### config.mk
export PLATFORM = sky130hd
export DESIGN_NAME = remote_peek_poke_command_decoder
export DESIGN_NICKNAME = d
export VERILOG_FILES = /design/src/rtl/rppcd_pkg.sv /design/src/rtl/remote_peek_poke_command_decoder.sv
export SDC_FILE = /design/constraint.sdc
export NUM_CORES = 1
export LEC_CHECK = 0
export ABC_AREA = 1
export BUFFER_PORTS_ARGS = -buffer_cell sky130_fd_sc_hd__buf_2
export CAP_MARGIN = 0
export CORE_MARGIN = 2
export CORE_UTILIZATION = 60
export CTS_CLUSTER_SIZE = 12
export DETAILED_ROUTE_END_ITERATION = 7
export GPL_ROUTABILITY_DRIVEN = 0
export PLACE_DENSITY = 0.83
export SKIP_LAST_GASP = 1
export SYNTH_ARGS = -nofsm -noshare
export SYNTH_HDL_FRONTEND = slang
export SYNTH_SLANG_ARGS = --single-unit
### constraint.sdc
create_clock -name clock -period 18.2 [get_ports clock]
set_clock_uncertainty 0.2 [all_clocks]
set_input_delay 3.64 -clock clock [delete_from_list [all_inputs] [get_ports clock]]
set_output_delay 3.64 -clock clock [all_outputs]
set_load 0.03 [all_outputs]
### src/rtl/rppcd_pkg.sv
// Package for the remote peek/poke command decoder.
// Holds command ids, return codes, size codes and the result word layout.
// No dependencies.
`timescale 1ns / 1ps
`default_nettype none

package rppcd_pkg;

   localparam int unsigned REQ_DATA_W = 96;
   localparam int unsigned RSP_DATA_W = 120;

   // command ids, bits 14..9 of the command word
   localparam logic [5:0] CMD_NOOP      = 6'd0;
   localparam logic [5:0] CMD_CTRL_READ = 6'd1;
   localparam logic [5:0] CMD_SET_BASE  = 6'd3;
   localparam logic [5:0] CMD_PEEK8     = 6'd4;
   localparam logic [5:0] CMD_PEEK16    = 6'd5;
   localparam logic [5:0] CMD_PEEK32    = 6'd6;
   localparam logic [5:0] CMD_POKE8     = 6'd8;
   localparam logic [5:0] CMD_POKE16    = 6'd9;
   localparam logic [5:0] CMD_POKE32    = 6'd10;

   // return codes, low byte of the reply command
   localparam logic [7:0] RC_MISALIGNED = 8'h00;
   localparam logic [7:0] RC_DONE       = 8'h01;
   localparam logic [7:0] RC_BAD        = 8'hFF;

   localparam logic [1:0] SIZE_BYTE = 2'd0;
   localparam logic [1:0] SIZE_HALF = 2'd1;
   localparam logic [1:0] SIZE_WORD = 2'd2;

   localparam logic REQ_KIND_HOST = 1'b0;
   localparam logic REQ_KIND_RDATA = 1'b1;

   // rsp tdata layout, lowest field at the bottom of the struct
   typedef struct packed {
      logic [3:0]  pad;
      logic [15:0] reply_param_high;
      logic [15:0] reply_param_low;
      logic [15:0] reply_command;
      logic        reply_has_command;
      logic [31:0] mem_write_data;
      logic [31:0] mem_address;
      logic [1:0]  mem_size_code;
      logic        mem_write;
   } rsp_data_type;

   typedef struct packed {
      logic         is_reply;
      logic         last;
      rsp_data_type data;
   } res_type;

   function automatic logic [31:0] size_mask(input logic [1:0] size);
      logic [31:0] m;
      case (size)
         SIZE_BYTE: m = 32'h0000_00FF;
         SIZE_HALF: m = 32'h0000_FFFF;
         default:   m = 32'hFFFF_FFFF;
      endcase
      return m;
   endfunction

   function automatic logic is_aligned(input logic [31:0] addr, input logic [1:0] size);
      logic ok;
      case (size)
         SIZE_BYTE: ok = 1'b1;
         SIZE_HALF: ok = ~addr[0];
         default:   ok = (addr[1:0] == 2'b00);
      endcase
      return ok;
   endfunction

endpackage

`default_nettype wire

### src/rtl/remote_peek_poke_command_decoder.sv
// Remote peek/poke command decoder, top level.
// Uses rppcd_pkg for codes and the result word layout.
//
// Usage: host command accesses and memory read returns arrive as words on the
// req_ stream (tuser 0 = host access, 1 = read return). Results leave on the
// rsp_ stream: tuser 1 marks a host reply, 0 a memory request; tlast marks the
// final word caused by one input word. csr_we/csr_wdata set memory_attached;
// the user must write it only while the block is idle, which the block
// itself does not enforce. Each accepted word is registered in the input
// register, decoded, and its results written to the two-entry result
// buffer. One input word per cycle while its results fit in that buffer; an
// aligned poke with memory attached gives two result words (write request,
// then reply). The result buffer sets the rate: an input is decoded only when its results fit in it.
// Reset (synchronous) clears base address, pending peek, memory_attached and
// all valid flags. If the receiver stalls, up to two results wait in the
// buffer, one more word waits in the input register, then req_tready drops.
`timescale 1ns / 1ps
`default_nettype none

module remote_peek_poke_command_decoder (
   input  wire logic                               clock,
   input  wire logic                               reset,
   input  wire logic                               req_tvalid,
   output logic                                    req_tready,
   // command_word, offset_low, param_low, param_high, read_data
   input  wire logic [rppcd_pkg::REQ_DATA_W-1:0]   req_tdata,
   // req_type
   input  wire logic                               req_tuser,
   output logic                                    rsp_tvalid,
   input  wire logic                               rsp_tready,
   // mem_write, mem_size_code, mem_address, mem_write_data, reply_has_command,
   // reply_command, reply_param_low, reply_param_high, zero pad
   output logic [rppcd_pkg::RSP_DATA_W-1:0]        rsp_tdata,
   // is_reply
   output logic                                    rsp_tuser,
   output logic                                    rsp_tlast,
   input  wire logic                               csr_we,
   input  wire logic                               csr_wdata
);

   logic        in_valid_ff, in_valid_in;
   logic        in_type_ff;
   logic [15:0] in_cw_ff, in_off_ff, in_plo_ff, in_phi_ff;
   logic [31:0] in_rdata_ff;

   logic        attached_ff;
   logic [31:0] base_ff, base_in;
   logic        pending_ff, pending_in;
   logic [1:0]  pending_size_ff, pending_size_in;
   logic [5:0]  pending_id_ff, pending_id_in;

   rppcd_pkg::res_type a_ff, a_in, b_ff, b_in, r0, r1;
   logic        a_valid_ff, a_valid_in, b_valid_ff, b_valid_in;

   logic [1:0]  nres;
   logic        pop, proc, fits;
   logic [1:0]  occ;
   logic [5:0]  id;
   logic [31:0] addr, pdata;
   logic [1:0]  size;
   logic [15:0] echo;

   assign pop  = a_valid_ff & rsp_tready;
   assign occ  = {1'b0, a_valid_ff} + {1'b0, b_valid_ff} - {1'b0, pop};
   assign fits = ({1'b0, occ} + {1'b0, nres}) <= 3'd2;
   assign proc = in_valid_ff & fits;
   assign req_tready = ~in_valid_ff | proc;

   assign id    = in_cw_ff[14:9];
   assign echo  = {1'b0, in_cw_ff[14:9], 9'd0};
   assign addr  = {7'd0, in_cw_ff[8:0], in_off_ff} + base_ff;
   assign size  = id[1:0];
   assign pdata = {in_phi_ff, in_plo_ff};

   // decode
   always_comb begin
      logic [31:0] d;
      d               = in_rdata_ff & rppcd_pkg::size_mask(pending_size_ff);
      r0              = '0;
      r1              = '0;
      nres            = 2'd1;
      base_in         = base_ff;
      pending_in      = pending_ff;
      pending_size_in = pending_size_ff;
      pending_id_in   = pending_id_ff;
      r0.is_reply     = 1'b1;
      r0.last         = 1'b1;
      if (in_type_ff == rppcd_pkg::REQ_KIND_RDATA) begin
         if (!pending_ff) begin
            nres = 2'd0;
         end else begin
            pending_in                    = 1'b0;
            r0.data.reply_has_command     = 1'b1;
            r0.data.reply_command         = {1'b0, pending_id_ff, 9'd0}
                                            | {8'd0, rppcd_pkg::RC_DONE};
            r0.data.reply_param_low       = d[15:0];
            r0.data.reply_param_high      = d[31:16];
         end
      end else if (in_cw_ff[15]) begin
         pending_in                = 1'b0;
         r0.data.reply_has_command = 1'b1;
         r0.data.reply_command     = echo | {8'd0, rppcd_pkg::RC_DONE};
         unique case (id) inside
            rppcd_pkg::CMD_NOOP, rppcd_pkg::CMD_CTRL_READ: begin
            end
            rppcd_pkg::CMD_SET_BASE: begin
               base_in = pdata;
            end
            rppcd_pkg::CMD_PEEK8, rppcd_pkg::CMD_PEEK16, rppcd_pkg::CMD_PEEK32,
            rppcd_pkg::CMD_POKE8, rppcd_pkg::CMD_POKE16, rppcd_pkg::CMD_POKE32: begin
               if (!rppcd_pkg::is_aligned(addr, size)) begin
                  r0.data.reply_command = echo | {8'd0, rppcd_pkg::RC_MISALIGNED};
               end else if (attached_ff) begin
                  r0                    = '0;
                  r0.data.mem_write     = id[3];
                  r0.data.mem_size_code = size;
                  r0.data.mem_address   = addr;
                  if (id[3]) begin
                     r0.data.mem_write_data = pdata & rppcd_pkg::size_mask(size);
                     nres                      = 2'd2;
                     r1.is_reply               = 1'b1;
                     r1.last                   = 1'b1;
                     r1.data.reply_has_command = 1'b1;
                     r1.data.reply_command     = echo | {8'd0, rppcd_pkg::RC_DONE};
                  end else begin
                     r0.last         = 1'b1;
                     pending_in      = 1'b1;
                     pending_size_in = size;
                     pending_id_in   = id;
                  end
               end
            end
            default: begin
               r0.data.reply_command = echo | {8'd0, rppcd_pkg::RC_BAD};
            end
         endcase
      end
   end

   // result buffer
   always_comb begin
      a_in       = a_ff;
      b_in       = b_ff;
      a_valid_in = a_valid_ff;
      b_valid_in = b_valid_ff;
      if (pop) begin
         a_in       = b_ff;
         a_valid_in = b_valid_ff;
         b_valid_in = 1'b0;
      end
      if (proc && nres != 2'd0) begin
         if (!a_valid_in) begin
            a_in       = r0;
            a_valid_in = 1'b1;
            if (nres == 2'd2) begin
               b_in       = r1;
               b_valid_in = 1'b1;
            end
         end else begin
            b_in       = r0;
            b_valid_in = 1'b1;
         end
      end
   end

   assign in_valid_in = req_tready ? req_tvalid : in_valid_ff;

   always_ff @(posedge clock) begin
      if (reset) begin
         in_valid_ff     <= 1'b0;
         a_valid_ff      <= 1'b0;
         b_valid_ff      <= 1'b0;
         attached_ff     <= 1'b0;
         base_ff         <= '0;
         pending_ff      <= 1'b0;
         pending_size_ff <= '0;
         pending_id_ff   <= '0;
      end else begin
         in_valid_ff <= in_valid_in;
         a_valid_ff  <= a_valid_in;
         b_valid_ff  <= b_valid_in;
         if (csr_we) begin
            attached_ff <= csr_wdata;
         end
         if (proc) begin
            base_ff         <= base_in;
            pending_ff      <= pending_in;
            pending_size_ff <= pending_size_in;
            pending_id_ff   <= pending_id_in;
         end
      end
   end

   always_ff @(posedge clock) begin
      if (req_tready && req_tvalid) begin
         in_type_ff  <= req_tuser;
         in_cw_ff    <= req_tdata[15:0];
         in_off_ff   <= req_tdata[31:16];
         in_plo_ff   <= req_tdata[47:32];
         in_phi_ff   <= req_tdata[63:48];
         in_rdata_ff <= req_tdata[95:64];
      end
      a_ff <= a_in;
      b_ff <= b_in;
   end

   assign rsp_tvalid = a_valid_ff;
   assign rsp_tdata  = a_ff.data;
   assign rsp_tuser  = a_ff.is_reply;
   assign rsp_tlast  = a_ff.last;

endmodule

`default_nettype wire

==> reports/results.tsv <==
stage	metric	value	unit
global_routing	grt_pass1_wl	63700	um
clocking	clock_sinks	371	
clocking	post-cts-setup-buffers	0	
placed_design	dpl_cell_area	17200	um2
drt	drc_errors	0	
layout	layout_commonest_cell	nand2_1	
clocking	clkSlewWorstSetupHoldPaths	0.06	ns
drt	drt_first_pass_iters	6	
job	max-cap-violations	0	
floorplanning	floorplan.rows	59	
floorplanning	io_pins	227	
placed_design	portBuffers	226	
critical_path	worstSetupPathType	in -> out	
clocking	cts_buffers	39	
power	p_per_area	111	nW/um2
placed_design	hpwl	26100	um
logic_synthesis	synth.yosys.seq_area_share	0.598	
timing	finalCritPeriodShare	0.554	
drt	drtIter0Drc	1283	
global_routing	grt_pass1_vias	12500	
drt	vias_per_cell	5.66	
timing	fmax	99.2	MHz
clocking	root_buffer	clkbuf_16	
clocking	cts_hold_repair.buffers	0	
timing	fin_crit	10.09	ns
timing	hold_violations	0	
logic_synthesis	synth_edf_count	207	
timing	rsz0062_at_grt	no	
layout	nNetsFinal	2007	
power	ir_worst_vdd	91.1	uV
floorplanning	die_area	27800	um2
clocking	cts_max_level	2	
clocking	cts_buffer_depth	3	
logic_synthesis	synth_nets	1803	
drt	route.antenna.remaining_nets	0	
logic_synthesis	synthCells	1669	
logic_synthesis	netlist_area	15900	um2
drt	vias	12700	
layout	layout-drive-gt1-share	0.183	
logic_synthesis	synthFlopType	edfxtp_1	
layout	area_growth	16.0	%
power	p_leak	7.90	nW
timing	relSlewSlack	0.216	
floorplanning	start_util	0.610	
layout	fin_area	18400	um2
global_routing	grt_usage	0.284	
drt	wl_per_cell	17.9	um
floorplanning	core	26100	um2
timing	slew_violations	0	
clocking	cts_tree	built	
critical_path	cp_data_required_time	14.36	ns
clocking	cts_resized	0	
floorplanning	die_h	167	um
drt	wl	40100	um
floorplanning	fp.dieW	167	um
global_routing	antenna_found_initial	1	
logic_synthesis	syn_area_per_cell	9.52	um2
clocking	insertion_delay	0.53	ns
logic_synthesis	yosys_warnings	0	
timing	setup_violations	0	
global_routing	overflow	0	
global_routing	grt_max_degree	106	
logic_synthesis	synth_cell_type_count	49	
critical_path	crit_arrival	6.25	ns
timing	tightest_slew	1.18	ns
critical_path	cp-end-kind	output pin	
critical_path	cp-start-kind	input port	
outcome	status	finished clean	
worst_hold_path	min_path_type	reg -> reg	
layout	final_cell_mix	nand2_1, nor2_1, buf_2	
timing	tns	0	ns
logic_synthesis	ys_ff_latch	371	
logic_synthesis	async_reset_ff_frac	0	
critical_path	cp_max_fo	52	
-- stage by stage --
step | setup slack, ns | instances | power (mW) | hold WS [ns] | utilization
3_5_place_dp | 8.14 | 2167 | 1.30 | 0.236 | 0.660
2_1_floorplan | 7.57 | 1669 | 1.20 | 0.230 | -
4_1_cts | 8.11 | 2239 | 2.06 | 0.248 | 0.707
6_report | 8.11 | 2240 | 2.05 | 0.247 | 0.707
3_3_place_gp | 8.15 | 2167 | 1.29 | 0.231 | 0.660
5_1_grt | 7.92 | 2240 | 2.12 | 0.270 | 0.707
-- sequential cells by signal, indices dropped and copies added, names as in the netlist, 4 cells and up --
register / flops
b_ff: 110
base_ff: 32
in_cw_ff: 16
in_off_ff: 16
in_phi_ff: 16
in_plo_ff: 16
in_rdata_ff: 32
pending_id_ff: 4
rsp_tdata: 120
-- cells by family (layout without fill, tap and decap cells) --
kind of cell,after synthesis,after routing,share of synthesized area
adders and majority gates,31,31,0.0253
and+or+nand+nor,756,756,0.204
buffers and inverters,214,449,0.0547
other,0,1,0
DFF,371,371,0.598
xor gates and xnor gates,8,8,0.00441
AOI/OAI and AO/OA,246,246,0.0868
muxes,43,43,0.0271
-- worst max-delay path, stage by stage --
cell      delay (ns)
buf_2           0.12
nand2_4         0.49
inv_2           0.09
ha_1            0.29
inv_1           0.04
ha_1            0.27
ha_1            0.20
inv_1           0.07
fa_1            0.42
inv_1           0.06
a21boi_1        0.07
nor2_1          0.21
inv_1           0.09
buf_2           0.19
-- worst paths after layout --
kind / slack (ns) / cells past startpoint / end / startpoint
worst min register to register: 0.25 / 2 / rsp_tdata[116] / rsp_tdata[116]
worst max-delay path: 8.11 / 14 / req_tready / rsp_tready
worst min-delay path: 0.25 / 2 / rsp_tdata[116] / rsp_tdata[116]
worst max register to register: 12.65 / 20 / rsp_tdata[101] / in_off_ff[0]
-- cells in the mapped netlist (all sizes together) (2+ instances only) --
cell,instances,share of area
fa,2,0.0025
mux2i,43,0.027
o21ai,91,0.029
dfxtp,164,0.21
buf,36,0.013
o31ai,3,0.0014
nor3,10,0.0039
edfxtp,207,0.39
and3,2,0.00079
xnor2,8,0.0044
clkbuf,36,0.0085
a22oi,2,0.00094
a31oi,27,0.011
nand2,375,0.090
nor2,243,0.059
inv,140,0.033
nand4,7,0.0037
ha,29,0.023
nor3b,16,0.011
o211ai,14,0.0066
or2,25,0.0098
nand3b,2,0.00094
o32ai,11,0.0061
clkinv,2,0.00047
a21oi,85,0.027
o22ai,10,0.0043
nand3,72,0.024
-- where the power goes --
part / switching [mW] / leakage (nW) / internal, mW / total [mW]
Clock: 0.319 / 0.598 / 0.441 / 0.760
Sequential: 0.0382 / 3.10 / 0.951 / 0.989
Combinational: 0.208 / 4.20 / 0.0939 / 0.302
Total: 0.565 / 7.90 / 1.49 / 2.05
-- cell type report --
class                   count  area (um2)
clock inverters             7        52.6
well taps                 335         419
fillers                  1946        7630
inverters                 142         536
repair buffers            235        1200
multi-input cells        1084        5550
clock buffers              65        1170
diodes                      1        2.50
flip-flops and latches    371        9500
-- routing by layer --
layer | wire length [um] | track usage | vias to the layer above | part of all wire
met5 | 0 | 0 | - | 0
met1 | 16200 | 0.366 | 5939 | 0.40
met2 | 19100 | 0.474 | 632 | 0.48
met4 | 1380 | 0.110 | 0 | 0.034
met3 | 3410 | 0.0566 | 106 | 0.085
li1 | - | - | 6010 | -
No activity file was read; power rests on OpenSTA's default activity.
